## config.mk

```make
export PLATFORM = sky130hd
export DESIGN_NAME = ppm_stream_contrast_adjust_flat
export DESIGN_NICKNAME = d
export VERILOG_FILES = /design/src/psca_pkg.sv /design/src/psca_ifs.sv /design/src/psca_pixel_adjust.sv /design/src/ppm_stream_contrast_adjust.sv /design/src/flat_wrapper.sv
export SDC_FILE = /design/constraint.sdc
export NUM_CORES = 2
export LEC_CHECK = 0
export ABC_CLOCK_PERIOD_IN_PS = 12300
export BUFFER_PORTS_ARGS = -buffer_cell sky130_fd_sc_hd__buf_2
export CAP_MARGIN = 40
export CORE_UTILIZATION = 50
export CTS_CLUSTER_SIZE = 10
export DETAILED_ROUTE_END_ITERATION = 7
export PLACE_DENSITY = 0.66
export SKIP_CTS_REPAIR_TIMING = 1
export SKIP_LAST_GASP = 1
export SYNTH_ARGS = -nofsm -noshare
export SYNTH_HDL_FRONTEND = slang
export SYNTH_SLANG_ARGS = --single-unit
```

## constraint.sdc

```tcl
create_clock -name clk -period 12.3 [get_ports clk]
set_input_delay 1.23 -clock clk [delete_from_list [all_inputs] [get_ports clk]]
set_output_delay 1.23 -clock clk [all_outputs]
set_load 0.01 [all_outputs]
```

## src/psca_pkg.sv

```systemverilog
`timescale 1ns / 1ps
// Package for the PPM stream contrast adjuster.
// Holds the beat types, status codes and header character constants; no dependencies.
package psca_pkg;

  localparam int STATUS_W = 3;
  localparam int PIX_W    = 8;
  localparam int DIM_W    = 16;
  localparam int GAIN_W   = 16;
  localparam int MVAL_W   = 16;

  localparam logic [STATUS_W-1:0] ERR_NONE   = 3'd0;
  localparam logic [STATUS_W-1:0] ERR_MAGIC  = 3'd1;
  localparam logic [STATUS_W-1:0] ERR_MAXVAL = 3'd2;
  localparam logic [STATUS_W-1:0] ERR_SIZE   = 3'd3;
  localparam logic [STATUS_W-1:0] ERR_DIM    = 3'd4;

  localparam logic [7:0] CH_MAGIC0 = 8'h50;
  localparam logic [7:0] CH_MAGIC1 = 8'h36;
  localparam logic [7:0] CH_SPACE  = 8'h20;
  localparam logic [7:0] CH_NL     = 8'h0A;
  localparam logic [7:0] CH_ZERO   = 8'h30;
  localparam logic [7:0] CH_NINE   = 8'h39;

  localparam logic [MVAL_W-1:0] MAXVAL_OK = 16'd255;
  localparam logic signed [GAIN_W-1:0] GAIN_UNITY = 16'sd256;

  typedef struct packed {
    logic [7:0] data_byte;
    logic       is_last;
  } byte_beat_t;

  typedef struct packed {
    logic                has_pixel;
    logic [PIX_W-1:0]    pixel_value;
    logic                end_of_file;
    logic [STATUS_W-1:0] status;
    logic [DIM_W-1:0]    image_width;
    logic [DIM_W-1:0]    image_height;
  } pix_beat_t;

endpackage

```

## src/psca_ifs.sv

```systemverilog
`timescale 1ns / 1ps
// Valid/ready channel interfaces for the byte input and the pixel result streams.
// Depends on psca_pkg for the beat types.
interface psca_byte_if;
  logic                 valid;
  logic                 ready;
  psca_pkg::byte_beat_t data;

  modport source (output valid, output data, input ready);
  modport sink (input valid, input data, output ready);
endinterface

interface psca_pix_if;
  logic                valid;
  logic                ready;
  psca_pkg::pix_beat_t data;

  modport source (output valid, output data, input ready);
  modport sink (input valid, input data, output ready);
endinterface

```

## src/psca_pixel_adjust.sv

```systemverilog
`timescale 1ns / 1ps
// Combinational contrast stretch of one color component around mid-gray.
// Depends on psca_pkg for widths.
module psca_pixel_adjust #(
  parameter int GAIN_FRAC_BITS = 8
) (
  input  logic signed [psca_pkg::GAIN_W-1:0] gain,
  input  logic [psca_pkg::PIX_W-1:0]         pixel,
  output logic [psca_pkg::PIX_W-1:0]         value
);

  localparam int PROD_W = psca_pkg::GAIN_W + 10;
  localparam int NW     = PROD_W + GAIN_FRAC_BITS + 1;
  localparam logic signed [NW-1:0] OFFSET = NW'(255) <<< GAIN_FRAC_BITS;

  logic signed [9:0]        diff;
  logic signed [PROD_W-1:0] prod;
  logic signed [NW-1:0]     num;
  logic [NW-1:0]            quo;

  always_comb begin
    diff = $signed({2'b00, pixel}) + $signed({2'b00, pixel}) - 10'sd255;
    prod = diff * gain;
    num  = NW'(prod) + OFFSET;
    quo  = NW'(num >>> (GAIN_FRAC_BITS + 1));
    if (num[NW-1]) begin
      value = '0;
    end else if (quo > NW'(255)) begin
      value = 8'd255;
    end else begin
      value = quo[psca_pkg::PIX_W-1:0];
    end
  end

endmodule

```

## src/ppm_stream_contrast_adjust.sv

```systemverilog
`timescale 1ns / 1ps
// Top level of the PPM (P6) stream contrast adjuster: header parser, byte counter, result register.
// Depends on psca_pkg, psca_ifs and psca_pixel_adjust.
//
// file_bytes carries one file byte per beat with an is_last flag. The header ("P6", width,
// height, maxval 255, one separator byte) yields no beats; each pixel byte after it yields
// one beat on pixels with the stretched value. The last byte of a file always yields a beat
// with end_of_file, the status code and the parsed width and height; parsing then restarts.
// Bytes after an error are drained with no output until the last byte.
// cfg_we/cfg_wdata load the signed Q8.8 gain; write it only while no beat is in flight.
// An accepted byte is held in the input register and its result beat is registered in the output
// register. Throughput: one byte per cycle unless the output stalls; the input register and the
// output register are each one deep; state update and the 10x16 pixel multiply are combinational.
// The pixel count width*height*3 is formed in the cycle that consumes the maxval separator.
// Reset (synchronous) empties both registers, sets the gain to unity and restarts parsing.
// When pixels.ready is low with a beat held, the held beat stays stable; bytes that make no
// beat still advance, and file_bytes.ready drops once a byte needing a result must wait.
module ppm_stream_contrast_adjust #(
  parameter int DIM_BITS       = 16,
  parameter int GAIN_FRAC_BITS = 8
) (
  input  logic                              clk,
  input  logic                              rst,
  input  logic                              cfg_we,
  input  logic signed [psca_pkg::GAIN_W-1:0] cfg_wdata,
  psca_byte_if.sink                         file_bytes,
  psca_pix_if.source                        pixels
);

  localparam int RW = 2 * DIM_BITS + 2;

  localparam logic [3:0] PH_MAGIC0 = 4'd0;
  localparam logic [3:0] PH_MAGIC1 = 4'd1;
  localparam logic [3:0] PH_SKIP_W = 4'd2;
  localparam logic [3:0] PH_DIG_W  = 4'd3;
  localparam logic [3:0] PH_SKIP_H = 4'd4;
  localparam logic [3:0] PH_DIG_H  = 4'd5;
  localparam logic [3:0] PH_SKIP_M = 4'd6;
  localparam logic [3:0] PH_DIG_M  = 4'd7;
  localparam logic [3:0] PH_PIXELS = 4'd8;
  localparam logic [3:0] PH_DRAIN  = 4'd9;

  logic signed [psca_pkg::GAIN_W-1:0] gain;

  logic                 in_v;
  psca_pkg::byte_beat_t in_q;
  logic                 out_v;
  psca_pkg::pix_beat_t  out_q;

  logic [3:0]                    phase, phase_next;
  logic [DIM_BITS-1:0]           width_acc, width_acc_next;
  logic [DIM_BITS-1:0]           height_acc, height_acc_next;
  logic [psca_pkg::MVAL_W-1:0]   maxval_acc, maxval_acc_next;
  logic [RW-1:0]                 remaining, remaining_next;
  logic [psca_pkg::STATUS_W-1:0] err, err_next;

  logic [7:0]                    b;
  logic                          b_space, b_digit;
  logic [3:0]                    digit;
  logic [DIM_BITS+3:0]           w_ext, h_ext;
  logic [psca_pkg::MVAL_W+3:0]   m_ext;
  logic [2*DIM_BITS-1:0]         wh;
  logic [RW-1:0]                 area, count3;
  logic                          do_fail, end_hdr, has_pix, emit, advance;
  logic [psca_pkg::STATUS_W-1:0] fail_code, status;
  logic [psca_pkg::PIX_W-1:0]    pix_val;

  psca_pixel_adjust #(
    .GAIN_FRAC_BITS(GAIN_FRAC_BITS)
  ) u_adjust (
    .gain  (gain),
    .pixel (in_q.data_byte),
    .value (pix_val)
  );

  always_comb begin
    b       = in_q.data_byte;
    b_space = b inside {psca_pkg::CH_SPACE, psca_pkg::CH_NL};
    b_digit = b inside {[psca_pkg::CH_ZERO:psca_pkg::CH_NINE]};
    digit   = b[3:0];
    w_ext   = {1'b0, width_acc, 3'b000} + {3'b000, width_acc, 1'b0} +
              (DIM_BITS + 4)'(digit);
    h_ext   = {1'b0, height_acc, 3'b000} + {3'b000, height_acc, 1'b0} +
              (DIM_BITS + 4)'(digit);
    m_ext   = {1'b0, maxval_acc, 3'b000} + {3'b000, maxval_acc, 1'b0} + 20'(digit);
    wh      = width_acc * height_acc;
    area    = {2'b00, wh};
    count3  = {area[RW-2:0], 1'b0} + area;
  end

  always_comb begin
    phase_next      = phase;
    width_acc_next  = width_acc;
    height_acc_next = height_acc;
    maxval_acc_next = maxval_acc;
    remaining_next  = remaining;
    err_next        = err;
    do_fail         = 1'b0;
    fail_code       = psca_pkg::ERR_NONE;
    end_hdr         = 1'b0;
    has_pix         = 1'b0;
    case (phase)
      PH_MAGIC0: begin
        if (b == psca_pkg::CH_MAGIC0) begin
          phase_next = PH_MAGIC1;
        end else begin
          do_fail   = 1'b1;
          fail_code = psca_pkg::ERR_MAGIC;
        end
      end
      PH_MAGIC1: begin
        if (b == psca_pkg::CH_MAGIC1) begin
          phase_next = PH_SKIP_W;
        end else begin
          do_fail   = 1'b1;
          fail_code = psca_pkg::ERR_MAGIC;
        end
      end
      PH_SKIP_W, PH_DIG_W: begin
        if (b_space) begin
          phase_next = (phase == PH_SKIP_W) ? PH_SKIP_W : PH_SKIP_H;
        end else if (b_digit) begin
          phase_next = PH_DIG_W;
          if (w_ext[DIM_BITS+3:DIM_BITS] != 4'd0) begin
            do_fail   = 1'b1;
            fail_code = psca_pkg::ERR_DIM;
          end else begin
            width_acc_next = w_ext[DIM_BITS-1:0];
          end
        end else begin
          end_hdr = 1'b1;
        end
      end
      PH_SKIP_H, PH_DIG_H: begin
        if (b_space) begin
          phase_next = (phase == PH_SKIP_H) ? PH_SKIP_H : PH_SKIP_M;
        end else if (b_digit) begin
          phase_next = PH_DIG_H;
          if (h_ext[DIM_BITS+3:DIM_BITS] != 4'd0) begin
            do_fail   = 1'b1;
            fail_code = psca_pkg::ERR_DIM;
          end else begin
            height_acc_next = h_ext[DIM_BITS-1:0];
          end
        end else begin
          end_hdr = 1'b1;
        end
      end
      PH_SKIP_M, PH_DIG_M: begin
        if (b_digit) begin
          phase_next      = PH_DIG_M;
          maxval_acc_next = (m_ext[19:16] != 4'd0) ? '1 : m_ext[15:0];
        end else if (!(b_space && phase == PH_SKIP_M)) begin
          end_hdr = 1'b1;
        end
      end
      PH_PIXELS: begin
        if (remaining == '0) begin
          do_fail   = 1'b1;
          fail_code = psca_pkg::ERR_SIZE;
        end else begin
          remaining_next = remaining - RW'(1);
          has_pix        = 1'b1;
        end
      end
      default: begin
      end
    endcase
    if (end_hdr) begin
      if (maxval_acc != psca_pkg::MAXVAL_OK) begin
        do_fail   = 1'b1;
        fail_code = psca_pkg::ERR_MAXVAL;
      end else begin
        remaining_next = count3;
        phase_next     = PH_PIXELS;
      end
    end
    if (do_fail) begin
      phase_next = PH_DRAIN;
      if (err == psca_pkg::ERR_NONE) begin
        err_next = fail_code;
      end
    end

    if (err_next != psca_pkg::ERR_NONE) begin
      status = err_next;
    end else if (phase_next == PH_MAGIC0 || phase_next == PH_MAGIC1) begin
      status = psca_pkg::ERR_MAGIC;
    end else if (phase_next != PH_PIXELS || remaining_next != '0) begin
      status = psca_pkg::ERR_SIZE;
    end else begin
      status = psca_pkg::ERR_NONE;
    end

    emit    = has_pix || in_q.is_last;
    advance = in_v && (!emit || !out_v || pixels.ready);
  end

  assign file_bytes.ready = !in_v || advance;
  assign pixels.valid     = out_v;
  assign pixels.data      = out_q;

  always_ff @(posedge clk) begin
    if (rst) begin
      gain <= psca_pkg::GAIN_UNITY;
    end else if (cfg_we) begin
      gain <= cfg_wdata;
    end
  end

  always_ff @(posedge clk) begin
    if (rst) begin
      in_v <= 1'b0;
    end else if (file_bytes.valid && file_bytes.ready) begin
      in_v <= 1'b1;
    end else if (advance) begin
      in_v <= 1'b0;
    end
    if (file_bytes.valid && file_bytes.ready) begin
      in_q <= file_bytes.data;
    end
  end

  always_ff @(posedge clk) begin
    if (rst) begin
      phase      <= PH_MAGIC0;
      width_acc  <= '0;
      height_acc <= '0;
      maxval_acc <= '0;
      remaining  <= '0;
      err        <= psca_pkg::ERR_NONE;
    end else if (advance) begin
      if (in_q.is_last) begin
        phase      <= PH_MAGIC0;
        width_acc  <= '0;
        height_acc <= '0;
        maxval_acc <= '0;
        remaining  <= '0;
        err        <= psca_pkg::ERR_NONE;
      end else begin
        phase      <= phase_next;
        width_acc  <= width_acc_next;
        height_acc <= height_acc_next;
        maxval_acc <= maxval_acc_next;
        remaining  <= remaining_next;
        err        <= err_next;
      end
    end
  end

  always_ff @(posedge clk) begin
    if (rst) begin
      out_v <= 1'b0;
    end else if (advance && emit) begin
      out_v <= 1'b1;
    end else if (pixels.ready) begin
      out_v <= 1'b0;
    end
    if (advance && emit) begin
      out_q.has_pixel    <= has_pix;
      out_q.pixel_value  <= has_pix ? pix_val : '0;
      out_q.end_of_file  <= in_q.is_last;
      out_q.status       <= in_q.is_last ? status : psca_pkg::ERR_NONE;
      out_q.image_width  <= in_q.is_last ? psca_pkg::DIM_W'(width_acc_next) : '0;
      out_q.image_height <= in_q.is_last ? psca_pkg::DIM_W'(height_acc_next) : '0;
    end
  end

endmodule

```

## src/flat_wrapper.sv

```systemverilog
// flat-port wrapper written by rule: the top's interface ports become plain ports
module ppm_stream_contrast_adjust_flat 
#(
  parameter int DIM_BITS       = 16,
  parameter int GAIN_FRAC_BITS = 8
)
  (clk, rst, cfg_we, cfg_wdata, file_bytes_valid, file_bytes_data, file_bytes_ready, pixels_valid, pixels_data, pixels_ready);
  psca_byte_if file_bytes_i ();
  psca_pix_if pixels_i ();
  input  logic clk;
  input  logic rst;
  input  logic cfg_we;
  input  logic signed [psca_pkg::GAIN_W-1:0] cfg_wdata;
  input wire logic [$bits(file_bytes_i.valid)-1:0] file_bytes_valid;
  input wire logic [$bits(file_bytes_i.data)-1:0] file_bytes_data;
  output wire logic [$bits(file_bytes_i.ready)-1:0] file_bytes_ready;
  output wire logic [$bits(pixels_i.valid)-1:0] pixels_valid;
  output wire logic [$bits(pixels_i.data)-1:0] pixels_data;
  input wire logic [$bits(pixels_i.ready)-1:0] pixels_ready;
  assign file_bytes_i.valid = file_bytes_valid;
  assign file_bytes_i.data = file_bytes_data;
  assign file_bytes_ready = file_bytes_i.ready;
  assign pixels_valid = pixels_i.valid;
  assign pixels_data = pixels_i.data;
  assign pixels_i.ready = pixels_ready;
  ppm_stream_contrast_adjust #(.DIM_BITS(DIM_BITS), .GAIN_FRAC_BITS(GAIN_FRAC_BITS)) u_core (.clk(clk), .rst(rst), .cfg_we(cfg_we), .cfg_wdata(cfg_wdata), .file_bytes(file_bytes_i), .pixels(pixels_i));
endmodule
```

==> flow_metrics.py <==
metrics = {
    "status": {
        "status": "finished clean",
    },
    "floorplan": {
        "num_rows": 83,
        "die-area_mm2": 0.05340,
        "die_y_um": 231.1,
        "core_mm2": 0.05161,
        "ioPinCount": 77,
        "start_util": 0.5084,
        "die_w_um": 231.1,
    },
    "logic_synthesis": {
        "synth.top_cell.area_share": 0.2624,
        "async_flop_share": 0,
        "synth_warnings": 0,
        "synth_edf_count": 54,
        "ys_seq_area_frac": 0.1434,
        "synth_flop_cell": "dfxtp_1",
        "syn_avg_cell_area_um2": 8.649,
        "yosys-top-cells-count": "inv_1, fa_1, nand2_1, ha_1, nor2_1",
        "ys_ff_latch": 161,
        "synth_area_leaders": "fa_1, ha_1, dfxtp_1",
        "netlist_instances": 3034,
        "syn_nets": 3703,
        "synth_area_mm2": 0.02624,
        "synth.distinct_cells": 88,
        "synth_top_area_cell": "fa_1",
        "yosysMostFrequentCell": "inv_1",
    },
    "routing": {
        "firstDrtPassIters": 8,
        "first_iter_violations": 1605,
        "num_vias": 21220,
        "wl_per_cell_um": 17.95,
        "ant_nets": 0,
        "drc": 0,
        "routed_wl_mm": 66.69,
        "viasPerCell": 5.712,
    },
    "clock_tree": {
        "cts_buffers": 17,
        "clk_pin_slew_ns": 0.07,
        "clock_latency_ns": 0.50,
        "h-tree-depth": 4,
        "cts.sinks": 161,
        "clock-root-buffer": "clkbuf_16",
        "ctsLongestPathBuffers": 2,
        "cts_tree": "yes",
    },
    "timing": {
        "min_period_ns": 9.522,
        "rsz0062_at_grt": "no",
        "hold_slack_ns": 0.4775,
        "hold_viol": 0,
        "setup_tns_ns": 0,
        "fin_crit_sh": 0.7742,
        "maxSlewHeadroom": 0.3489,
        "drv_slew": 0,
        "fmax_mhz": 105.0,
        "fin_skew_ns": 0.008652,
        "final-setup-viol-count": 0,
        "worstMarginPinSlew_ns": 0.9678,
    },
    "grt": {
        "grt_max_degree": 59,
        "grt_pass1_vias": 22070,
        "antenna_found_initial": 1,
        "grt.total_usage": 0.2622,
        "grt_overflow_total": 0,
        "grt_pass1_wl_mm": 112.0,
    },
    "setup_path": {
        "crit_path_top_delay_cell": "dfxtp_1",
        "critPathCaptureType": "flop",
        "critPathMaxStageDelay_ns": 0.95,
        "crit_fanout": 20,
        "worstPathArrival_ns": 9.74,
        "critPathKind": "flop to flop",
        "cp-start-kind": "flop",
        "required_ns": 12.51,
        "cp_common_cell": "fa_1",
    },
    "power_and_ir_drop": {
        "p_leak_nw": 13.76,
        "vdd_drop_max_uv": 112.2,
        "power.density_mw_per_mm2": 73.37,
    },
    "flow_run": {
        "cap_violations": 0,
    },
    "final_layout": {
        "area_delta_synth_final_pct": 6.032,
        "fin_area_mm2": 0.02782,
        "finish.net_count": 3691,
        "drive_gt1_frac": 0.06194,
        "diodes": 0,
    },
    "worst_hold_path": {
        "hold_path_class": "flop to flop",
    },
    "placement": {
        "io_buffers": 76,
        "post-dp-hpwl_mm": 52.99,
        "routabilityCongestion": 0.9045,
        "place_area_mm2": 0.02725,
    },
}
[flip-flops by register name (all words and copies together), names as in the netlist]
name	flops
u_core.b	8
u_core.pixels.valid	1
u_core.err	3
u_core.in_v	1
u_core.remaining	34
u_core.in_q	1
u_core.width_acc	16
u_core.gain	16
u_core.height_acc	16
u_core.phase	4
u_core.pixels.data	45
u_core.maxval_acc	16
[worst paths after layout]
| kind | start | endpoint | slack [ns] | cells after the start |
|---|---|---|---|---|
| max reg2reg | u_core.width_acc[9]$_SDFFE_PP0P_ | u_core.pixels.data[32]$_SDFFCE_PN0P_ | 2.78 | 32 |
| min | u_core.remaining[33]$_SDFFE_PP0P_ | u_core.remaining[33]$_SDFFE_PP0P_ | 0.48 | 2 |
| max | u_core.width_acc[9]$_SDFFE_PP0P_ | u_core.pixels.data[32]$_SDFFCE_PN0P_ | 2.78 | 32 |
| min reg2reg | u_core.remaining[33]$_SDFFE_PP0P_ | u_core.remaining[33]$_SDFFE_PP0P_ | 0.48 | 2 |
[area by class of cell]
cell class / instances / area (um2)
clock buffers: 19 / 432.9
fillers: 4827 / 23790
clock inverters: 13 / 137.6
flip-flops and latches: 161 / 3764
well taps: 680 / 850.8
inverters: 412 / 1546
repair buffers: 109 / 683.2
multi-input cells: 2321 / 20410
[through the flow]
| step | instances | power [W] | worst slack (ns) | utilization |
|---|---|---|---|---|
| after CTS | 3715 | 0.002054 | 2.810 | 0.5391 |
| after global placement | 3672 | 0.001470 | 3.000 | 0.5253 |
| after global routing | 3715 | 0.002207 | 2.091 | 0.5391 |
| after floorplan | 3034 | 0.001303 | 3.701 | - |
| after detailed placement | 3683 | 0.001502 | 2.877 | 0.5280 |
| final | 3715 | 0.002041 | 2.778 | 0.5391 |
[cell families after synthesis]
family | synth area share
multiplexers | 0.01645
flip-flops | 0.1434
AO/OA/AOI/OAI | 0.1282
AND/OR/NAND/NOR | 0.1888
adder cells (fa/ha/maj) | 0.4031
XOR/XNOR | 0.04043
buffers and inverters | 0.07958
[critical path: cells and delay by family, from the launching register on]
family / cells / cell delay [ns]
buffers and inverters: 3 / 0.15
adder cells (fa/ha/maj): 8 / 3.95
flip-flops: 1 / 0.95
AO/OA/AOI/OAI: 11 / 2.42
XOR/XNOR: 1 / 0.16
AND/OR/NAND/NOR: 9 / 1.57
[layer usage]
metal / part of all wire / GRT usage
met5: 0 / 0
met4: 0.018 / 0.07450
met2: 0.47 / 0.4353
met1: 0.45 / 0.3522
met3: 0.057 / 0.04220
[power breakdown]
part	switching [W]	internal, W
registers	0.0000210	0.000556
clock network	0.000245	0.000298
logic	0.000526	0.000395
total	0.000792	0.00125
[cells in the final DEF (no fill, tap or decap), types with 20 or more instances in the layout]
cell	instances
and2_1	183
nand3_1	33
inv_1	410
o211ai_1	23
o21ai_0	78
xor2_1	37
a21oi_1	150
or2_2	29
a21o_1	39
a22oi_1	29
a211oi_1	21
xnor2_1	79
mux2i_1	42
fa_1	344
edfxtp_1	54
or3_1	22
nand2b_1	20
nor3_1	56
buf_2	77
ha_1	295
buf_4	23
nand2_1	314
dfxtp_1	107
nor2_1	244
Power figures use the tool's default switching activity.
